File: src/rtl/sha1_pkg.sv
// ----------------------------------------------------------------------------
// sha1_pkg
// shared constants, types and round functions of the sha-1 hash engine
// ----------------------------------------------------------------------------
package sha1_pkg;

  localparam int BLOCK_BYTES  = 64;
  localparam int WORD_BYTES   = 4;
  localparam int BLOCK_WORDS  = BLOCK_BYTES / WORD_BYTES;
  localparam int DIGEST_WORDS = 5;
  localparam int NUM_ROUNDS   = 80;
  localparam int POS_W        = $clog2(BLOCK_BYTES);
  localparam int WADDR_W      = $clog2(BLOCK_WORDS);
  localparam int RND_W        = $clog2(NUM_ROUNDS);
  // bit length is {block count, byte position, 3'b0}; upper count bits fall off
  localparam int BLK_CNT_W    = 64 - POS_W - 3;

  localparam logic [1:0] CMD_START  = 2'd0;
  localparam logic [1:0] CMD_ABSORB = 2'd1;
  localparam logic [1:0] CMD_FINISH = 2'd2;

  localparam logic [7:0] PAD_BYTE = 8'h80;

  typedef logic [DIGEST_WORDS-1:0][31:0] digest_t;

  localparam digest_t INIT_WORDS = {
    32'hc3d2e1f0, 32'h10325476, 32'h98badcfe, 32'hefcdab89, 32'h67452301
  };

  localparam logic [31:0] K0 = 32'h5a827999;
  localparam logic [31:0] K1 = 32'h6ed9eba1;
  localparam logic [31:0] K2 = 32'h8f1bbcdc;
  localparam logic [31:0] K3 = 32'hca62c1d6;

  function automatic logic [31:0] sha1_f(input logic [RND_W-1:0] t,
                                         input logic [31:0] b,
                                         input logic [31:0] c,
                                         input logic [31:0] d);
    logic [31:0] f;
    if (t < RND_W'(20)) begin
      f = (b & c) | (~b & d);
    end else if (t < RND_W'(40)) begin
      f = b ^ c ^ d;
    end else if (t < RND_W'(60)) begin
      f = (b & c) | (b & d) | (c & d);
    end else begin
      f = b ^ c ^ d;
    end
    return f;
  endfunction

  function automatic logic [31:0] sha1_k(input logic [RND_W-1:0] t);
    logic [31:0] k;
    if (t < RND_W'(20)) begin
      k = K0;
    end else if (t < RND_W'(40)) begin
      k = K1;
    end else if (t < RND_W'(60)) begin
      k = K2;
    end else begin
      k = K3;
    end
    return k;
  endfunction

endpackage

File: src/rtl/sha1_ram.sv
// ----------------------------------------------------------------------------
// sha1_ram
// generic single-port-write, single-port-read ram with registered read data
// ----------------------------------------------------------------------------
module sha1_ram #(
  parameter int WIDTH = 32,
  parameter int DEPTH = 16
) (
  input  logic                     clk,
  input  logic                     wr_en,
  input  logic [$clog2(DEPTH)-1:0] wr_addr,
  input  logic [WIDTH-1:0]         wr_data,
  input  logic [$clog2(DEPTH)-1:0] rd_addr,
  output logic [WIDTH-1:0]         rd_data
);

  logic [WIDTH-1:0] mem_r [DEPTH];
  logic [WIDTH-1:0] rd_data_r;

  always_ff @(posedge clk) begin
    if (wr_en) begin
      mem_r[wr_addr] <= wr_data;
    end
    rd_data_r <= mem_r[rd_addr];
  end

  assign rd_data = rd_data_r;

endmodule

File: src/rtl/sha1_out.sv
// ----------------------------------------------------------------------------
// sha1_out
// digest holding register that sends the five words out one per transfer
// ----------------------------------------------------------------------------
module sha1_out (
  input  logic             clk,
  input  logic             rst_n,
  input  logic             load,
  input  sha1_pkg::digest_t digest,
  output logic             busy,
  output logic             out_tvalid,
  input  logic             out_tready,
  output logic [31:0]      out_tdata,   // [31:0] digest_word
  output logic             out_tlast    // digest_last
);
  import sha1_pkg::*;

  localparam int CNT_W = $clog2(DIGEST_WORDS + 1);

  digest_t            words_r;
  logic [CNT_W-1:0]   cnt_r;

  always_ff @(posedge clk) begin
    if (!rst_n) begin
      cnt_r <= '0;
    end else if (load) begin
      cnt_r <= CNT_W'(DIGEST_WORDS);
    end else if (out_tvalid && out_tready) begin
      cnt_r <= cnt_r - CNT_W'(1);
    end
  end

  always_ff @(posedge clk) begin
    if (load) begin
      words_r <= digest;
    end else if (out_tvalid && out_tready) begin
      words_r <= {32'h0, words_r[DIGEST_WORDS-1:1]};
    end
  end

  assign busy       = (cnt_r != '0);
  assign out_tvalid = busy;
  assign out_tdata  = words_r[0];
  assign out_tlast  = (cnt_r == CNT_W'(1));

endmodule

File: src/rtl/sha1_hash_engine.sv
// ----------------------------------------------------------------------------
// sha1_hash_engine
// sha-1 engine on a byte stream with a block buffer ram and one round per cycle
// ----------------------------------------------------------------------------
// input channel: in_tuser carries the command (start, absorb byte, finish),
// in_tdata the message byte. output channel: five digest words h0..h4, the
// fifth marked by out_tlast.
// a start or a byte that does not complete a block leaves in_tready high; the
// byte that completes a 64-byte block starts a compression (a ram prime state,
// the rounds, a chaining add) during which in_tready is low;
// rounds run one per cycle through a single round unit fed from the block
// ram and a 16-word schedule shift line.
// finish runs the same compression, twice when the padding spills into a second
// block, then hands the digest to the output register; the engine is then
// ready for a new message while the digest words still go out.
// a stalled receiver holds the digest; a further finish waits for the output
// register to empty before its handoff.
// reset loads the initial chaining words and clears the length; the block
// ram needs no clearing.
// ----------------------------------------------------------------------------
module sha1_hash_engine (
  input  logic        clk,
  input  logic        rst_n,
  input  logic        in_tvalid,
  output logic        in_tready,
  input  logic [7:0]  in_tdata,   // [7:0] data_byte
  input  logic [1:0]  in_tuser,   // [1:0] cmd
  output logic        out_tvalid,
  input  logic        out_tready,
  output logic [31:0] out_tdata,  // [31:0] digest_word
  output logic        out_tlast   // digest_last
);
  import sha1_pkg::*;

  typedef enum logic [2:0] {
    ST_IDLE,
    ST_PRIME,
    ST_ROUND,
    ST_ADD,
    ST_HAND
  } state_t;

  state_t               state_r;
  logic [RND_W-1:0]     rnd_r;
  logic [POS_W-1:0]     pos_r;
  logic [BLK_CNT_W-1:0] blk_r;
  logic                 pad_r;
  logic                 phase_r;
  digest_t              chain_r;

  logic [31:0]          a_r, b_r, c_r, d_r, e_r;
  logic [31:0]          w_r [BLOCK_WORDS];
  logic [23:0]          word_r;

  logic                 in_xfer;
  logic                 ram_we;
  logic [WADDR_W-1:0]   ram_raddr;
  logic [31:0]          ram_rdata;
  logic [31:0]          pad_word;
  logic [31:0]          w_src;
  logic [31:0]          w_exp;
  logic [31:0]          w_cur;
  logic [31:0]          tmp;
  logic [63:0]          bit_len;
  logic [WADDR_W-1:0]   t_idx;
  logic [WADDR_W-1:0]   pidx;
  logic                 two_blocks;
  logic                 out_busy;
  logic                 out_load;

  assign in_tready = (state_r == ST_IDLE);
  assign in_xfer   = in_tvalid && in_tready;
  assign ram_we    = in_xfer && (in_tuser == CMD_ABSORB) && (pos_r[1:0] == 2'b11);
  assign ram_raddr = (state_r == ST_ROUND) ? (rnd_r[WADDR_W-1:0] + WADDR_W'(1))
                                           : '0;

  sha1_ram #(
    .WIDTH (32),
    .DEPTH (BLOCK_WORDS)
  ) u_buf (
    .clk     (clk),
    .wr_en   (ram_we),
    .wr_addr (pos_r[POS_W-1:2]),
    .wr_data ({word_r, in_tdata}),
    .rd_addr (ram_raddr),
    .rd_data (ram_rdata)
  );

  // message word source for the first sixteen rounds, with padding
  assign bit_len    = {blk_r, pos_r, 3'b000};
  assign t_idx      = rnd_r[WADDR_W-1:0];
  assign pidx       = pos_r[POS_W-1:2];
  assign two_blocks = (pos_r[POS_W-1:3] == '1);

  always_comb begin
    case (pos_r[1:0])
      2'd0:    pad_word = {PAD_BYTE, 24'h0};
      2'd1:    pad_word = {word_r[7:0], PAD_BYTE, 16'h0};
      2'd2:    pad_word = {word_r[15:0], PAD_BYTE, 8'h0};
      2'd3:    pad_word = {word_r, PAD_BYTE};
      default: pad_word = '0;
    endcase
  end

  always_comb begin
    w_src = '0;
    if (!pad_r) begin
      w_src = ram_rdata;
    end else if (!phase_r && (t_idx < pidx)) begin
      w_src = ram_rdata;
    end else if (!phase_r && (t_idx == pidx)) begin
      w_src = pad_word;
    end else if (phase_r || !two_blocks) begin
      if (t_idx == WADDR_W'(BLOCK_WORDS - 2)) begin
        w_src = bit_len[63:32];
      end else if (t_idx == WADDR_W'(BLOCK_WORDS - 1)) begin
        w_src = bit_len[31:0];
      end
    end
  end

  // rolling schedule: w_r[15] is w[t-1]
  assign w_exp = w_r[13] ^ w_r[8] ^ w_r[2] ^ w_r[0];
  assign w_cur = (rnd_r < RND_W'(BLOCK_WORDS)) ? w_src : {w_exp[30:0], w_exp[31]};
  assign tmp   = {a_r[26:0], a_r[31:27]} + sha1_f(rnd_r, b_r, c_r, d_r) + e_r
               + sha1_k(rnd_r) + w_cur;

  assign out_load = (state_r == ST_HAND) && !out_busy;

  always_ff @(posedge clk) begin
    if (!rst_n) begin
      state_r <= ST_IDLE;
      rnd_r   <= '0;
      pos_r   <= '0;
      blk_r   <= '0;
      pad_r   <= 1'b0;
      phase_r <= 1'b0;
      chain_r <= INIT_WORDS;
    end else begin
      case (state_r)
        ST_IDLE: begin
          if (in_xfer) begin
            case (in_tuser)
              CMD_START: begin
                chain_r <= INIT_WORDS;
                blk_r   <= '0;
                pos_r   <= '0;
              end
              CMD_ABSORB: begin
                pos_r <= pos_r + POS_W'(1);
                if (pos_r == '1) begin
                  pad_r   <= 1'b0;
                  state_r <= ST_PRIME;
                end
              end
              CMD_FINISH: begin
                pad_r   <= 1'b1;
                phase_r <= 1'b0;
                state_r <= ST_PRIME;
              end
              default: ;
            endcase
          end
        end
        ST_PRIME: begin
          rnd_r   <= '0;
          state_r <= ST_ROUND;
        end
        ST_ROUND: begin
          rnd_r <= rnd_r + RND_W'(1);
          if (rnd_r == RND_W'(NUM_ROUNDS - 1)) begin
            state_r <= ST_ADD;
          end
        end
        ST_ADD: begin
          chain_r[0] <= chain_r[0] + a_r;
          chain_r[1] <= chain_r[1] + b_r;
          chain_r[2] <= chain_r[2] + c_r;
          chain_r[3] <= chain_r[3] + d_r;
          chain_r[4] <= chain_r[4] + e_r;
          if (!pad_r) begin
            blk_r   <= blk_r + BLK_CNT_W'(1);
            state_r <= ST_IDLE;
          end else if (!phase_r && two_blocks) begin
            phase_r <= 1'b1;
            state_r <= ST_PRIME;
          end else begin
            state_r <= ST_HAND;
          end
        end
        ST_HAND: begin
          if (!out_busy) begin
            chain_r <= INIT_WORDS;
            blk_r   <= '0;
            pos_r   <= '0;
            pad_r   <= 1'b0;
            phase_r <= 1'b0;
            state_r <= ST_IDLE;
          end
        end
        default: state_r <= ST_IDLE;
      endcase
    end
  end

  always_ff @(posedge clk) begin
    if (in_xfer && (in_tuser == CMD_ABSORB)) begin
      word_r <= {word_r[15:0], in_tdata};
    end
    if (state_r == ST_PRIME) begin
      a_r <= chain_r[0];
      b_r <= chain_r[1];
      c_r <= chain_r[2];
      d_r <= chain_r[3];
      e_r <= chain_r[4];
    end else if (state_r == ST_ROUND) begin
      a_r <= tmp;
      b_r <= a_r;
      c_r <= {b_r[1:0], b_r[31:2]};
      d_r <= c_r;
      e_r <= d_r;
      for (int i = 0; i < BLOCK_WORDS - 1; i++) begin
        w_r[i] <= w_r[i+1];
      end
      w_r[BLOCK_WORDS-1] <= w_cur;
    end
  end

  sha1_out u_out (
    .clk        (clk),
    .rst_n      (rst_n),
    .load       (out_load),
    .digest     (chain_r),
    .busy       (out_busy),
    .out_tvalid (out_tvalid),
    .out_tready (out_tready),
    .out_tdata  (out_tdata),
    .out_tlast  (out_tlast)
  );

endmodule

File: config.mk
export PLATFORM = sky130hd
export DESIGN_NAME = sha1_hash_engine
export DESIGN_NICKNAME = d
export VERILOG_FILES = /design/src/rtl/sha1_pkg.sv /design/src/rtl/sha1_ram.sv /design/src/rtl/sha1_out.sv /design/src/rtl/sha1_hash_engine.sv
export SDC_FILE = /design/constraint.sdc
export NUM_CORES = 2
export LEC_CHECK = 0
export CAP_MARGIN = 30
export CORE_MARGIN = 8
export CORE_UTILIZATION = 40
export CTS_CLUSTER_SIZE = 28
export DETAILED_ROUTE_END_ITERATION = 10
export DONT_BUFFER_PORTS = 1
export PLACE_DENSITY_LB_ADDON = 0.1
export RECOVER_POWER = 50
export SYNTH_ARGS = -nofsm -noshare
export SYNTH_HDL_FRONTEND = slang
export SYNTH_HIERARCHICAL = 1
export SYNTH_SLANG_ARGS = --single-unit
File: constraint.sdc
create_clock -name clk -period 48.6 [get_ports clk]
set_clock_uncertainty 0.1 [all_clocks]
set_input_delay 2.43 -clock clk [delete_from_list [all_inputs] [get_ports clk]]
set_output_delay 2.43 -clock clk [all_outputs]
set_load 0.01 [all_outputs]
==> metrics <==
status finished, violations left; failing checks max-capacitance violations, max-slew violations; dpl cells 7,551; Clock power frac 33.1%; most common cell after layout, fill and taps aside edfxtp_1; Final Hold Vio Count 0; Max-slew headroom -473.3%; Worst-path clk slew 0.06 ns; port bufs 0; ys async rst share 0%; layout cells sized above 1 11.80%; routability cong. 0.8879; R2R Path End a_r[13]$_DFFE_PP_; share of the synthesized area in the top cell type 56.00%; layout net count 5,698; wire per inst 26.30 um; Syn Std Cell Area 73,360 sq um; CP Max Fanout 117; number of cells on the worst reg-to-reg path 7; sw frac 30.47%; CTS H-tree depth 4; Worst Tran Pin Value 8.599 ns; Setup Buffers After CTS 0; P_sw 0.001283 W; crit share post-route 25.20%; CP startpoint kind flop; most frequent cells in the layout 1,368 x edfxtp_1, 621 x nand2_1, 268 x dfxtp_1; Post-DP HPWL 134,800 um; syn nets 5,677; clk sinks 1,636; dominant cell type by area after synthesis edfxtp_1; largest net degree at the start of global routing 169; chip height 444.2 um; ANT nets after route 0; library cells used by synthesis 88; Max Transition Viols Final 867; Comb pwr share 25.7%; worst reg2reg setup slack 36.35 ns; Crit Path Class reg -> reg; CTS tree yes; Yosys warning count 6; final worst path period need 12.25 ns; Power Internal 0.002927 W; Reg-to-Reg Start state_r[2]$_SDFFE_PN0P_; Setup Total Neg Slack 0 ns; sequential element share of the synthesized area 63.31%; Via density 5.493; Hold Crit Depth 0; Leak 28.52 nW; hold endpoint w_r[1][28]$_DFFE_PP_; vias in the first global route 43,160; P per Cell Area 51.34 nW/um^2; DIE WIDTH 444.2 um; gr usage total 20.62%; Rows 157; FF+latch count, synth 1,636; unrepaired setup endpoints after global routing false; Top FF cell, synth edfxtp_1; CORE AREA 182,700 sq um; hold_sp w_r[1][60]$_DFFE_PP_; clock buffer count from CTS 180; first-pass GRT wire length 302,800 um; gr ovfl total 0; final setup margin 36.35 ns; drt drc 0; Cell Area, Placed 76,080 sq um; router iterations before antenna repair 9; number of synthesized flops with an enable pin 1,368; Flop pwr share 41.2%; largest cells by area after synthesis edfxtp_1 56%, dfxtp_1 7.3%, mux4_2 3.9%; final wirelength 207,500 um; Setup Viol. Count Final 0; hold_buf cts 0; Worst EP required 49.00 ns; hold crit path type reg -> reg; I/O Pins 49; non-filler cells, final 7,890; Area Growth Syn to Fin 11.78%; post_cts resized 0; Worst EP arrival 12.65 ns; initial antenna violation count 3; DP Worst Slack 40.84 ns; die area 197,300 sq um; Crit. End Element flop; Clock Latency Late Sink 0.83 ns; Max VDD drop 0.00004153 V; Clock Tree Root clkbuf_16; total number of vias 43,340; maximum buffer depth of the clock tree 3; initial core utilization 40.15%; cell area after layout 82,000 sq um; max_cap viols 15; Syn Inst Count 5,330; Fmax 81.66 MHz; Hold Slack 0.2992 ns; Iter 0 DRT Violations 3,734; Avg Cell Area, Syn 13.76 sq um
## cells in the mapped netlist (9+ instances only)
master / number
a211oi_1: 27
a21boi_0: 36
a21o_1: 97
a21oi_1: 205
a221oi_1: 13
a222oi_1: 15
a22oi_1: 94
a31oi_1: 21
and2_1: 57
and3_1: 22
and4_1: 11
buf_1: 18
buf_2: 9
buf_4: 45
buf_6: 15
clkbuf_1: 153
dfxtp_1: 268
edfxtp_1: 1368
fa_1: 125
ha_1: 208
inv_1: 223
mux2_2: 130
mux2i_1: 37
mux4_2: 128
nand2_1: 624
nand2b_1: 25
nand3_1: 92
nand4_1: 26
nor2_1: 264
nor2b_1: 36
nor3_1: 72
nor4_1: 10
o211ai_1: 42
o21a_1: 27
o21ai_0: 249
o21bai_1: 23
o221ai_1: 31
o311ai_0: 9
o31ai_1: 18
or2_2: 11
or3_1: 22
xnor2_1: 171
xor2_1: 139
## worst max-delay path by stage
stage	startpoint	endpoint	slack (ns)	cells past startpoint
2_1_floorplan	state_r[2]$_SDFFE_PN0P_	rnd_r[5]$_SDFFE_PN0P_	32.41	8
3_3_place_gp	pos_r[3]$_SDFFE_PN0P_	a_r[30]$_DFFE_PP_	40.92	26
3_5_place_dp	pos_r[3]$_SDFFE_PN0P_	a_r[30]$_DFFE_PP_	40.84	26
4_1_cts	pos_r[3]$_SDFFE_PN0P_	a_r[30]$_DFFE_PP_	40.80	26
5_1_grt	state_r[2]$_SDFFE_PN0P_	a_r[13]$_DFFE_PP_	35.21	7
6_report	state_r[2]$_SDFFE_PN0P_	a_r[13]$_DFFE_PP_	36.35	7
## per-stage QoR
| stage | power (W) | utilization [%] |
|---|---|---|
| final | 0.004210 | 44.89 |
| after global routing | 0.004436 | 44.88 |
| after CTS | 0.004245 | 44.92 |
| after detailed placement | 0.002834 | 41.64 |
| after global placement | 0.002830 | 41.57 |
| after floorplan | 0.002558 | - |
## critical path, cell delays in order (launching register included)
cell	delay (ns)
dfxtp_1	0.63
nor2_1	0.12
nand2_1	0.37
clkinvlp_2	4.22
nor2_1	2.17
clkinvlp_2	2.83
buf_4	0.97
buf_16	0.25
## sequential cells by signal, indices dropped and copies added (netlist names)
register	count
u_buf/mem_r	512
w_r	512
chain_r	160
u_out/words_r	128
blk_r	55
a_r	32
b_r	32
c_r	32
d_r	32
e_r	32
u_buf/rd_data	32
u_out/out_tdata	32
word_r	24
rnd_r	7
pos_r	6
state_r	3
u_out/cnt_r	3
pad_r	1
phase_r	1
## power by group through the flow
stage	registers, W	logic, W	clock network (W)
floorplan	0.00174	0.000819	0
global placement	0.00176	0.00107	0
detailed placement	0.00176	0.00107	0
CTS	0.00173	0.00108	0.00143
global route	0.00175	0.00121	0.00148
finish	0.00174	0.00108	0.00139
## layout make-up
cell class / count / area (sq um)
inverter: 223 / 839.6
multi-input combinational: 3231 / 25090
tap: 2385 / 2984
clock inverter: 97 / 1027
timing repair buffer: 79 / 653.1
sequential: 1636 / 46440
fill: 16440 / 100700
clock buffer: 235 / 4955
antenna: 4 / 10.01
## per-layer routing
metal	track usage [%]	routed length (um)	vias to the layer above
met3	3.219	10030	333
met5	0	13	-
met1	28.08	91440	22120
met2	33.70	98400	1043
li1	-	-	19850
met4	7.211	7618	2
## kinds of logic after synthesis
| kind of cell | share of synthesized area, % |
|---|---|
| and+or+nand+nor | 7.912 |
| xor gates and xnor gates | 3.701 |
| buffers and inverters | 2.768 |
| AOI/OAI and AO/OA | 8.915 |
| adders and majority gates | 6.959 |
| muxes | 6.430 |
| DFF | 63.31 |
(Power assumes the default switching activity.)
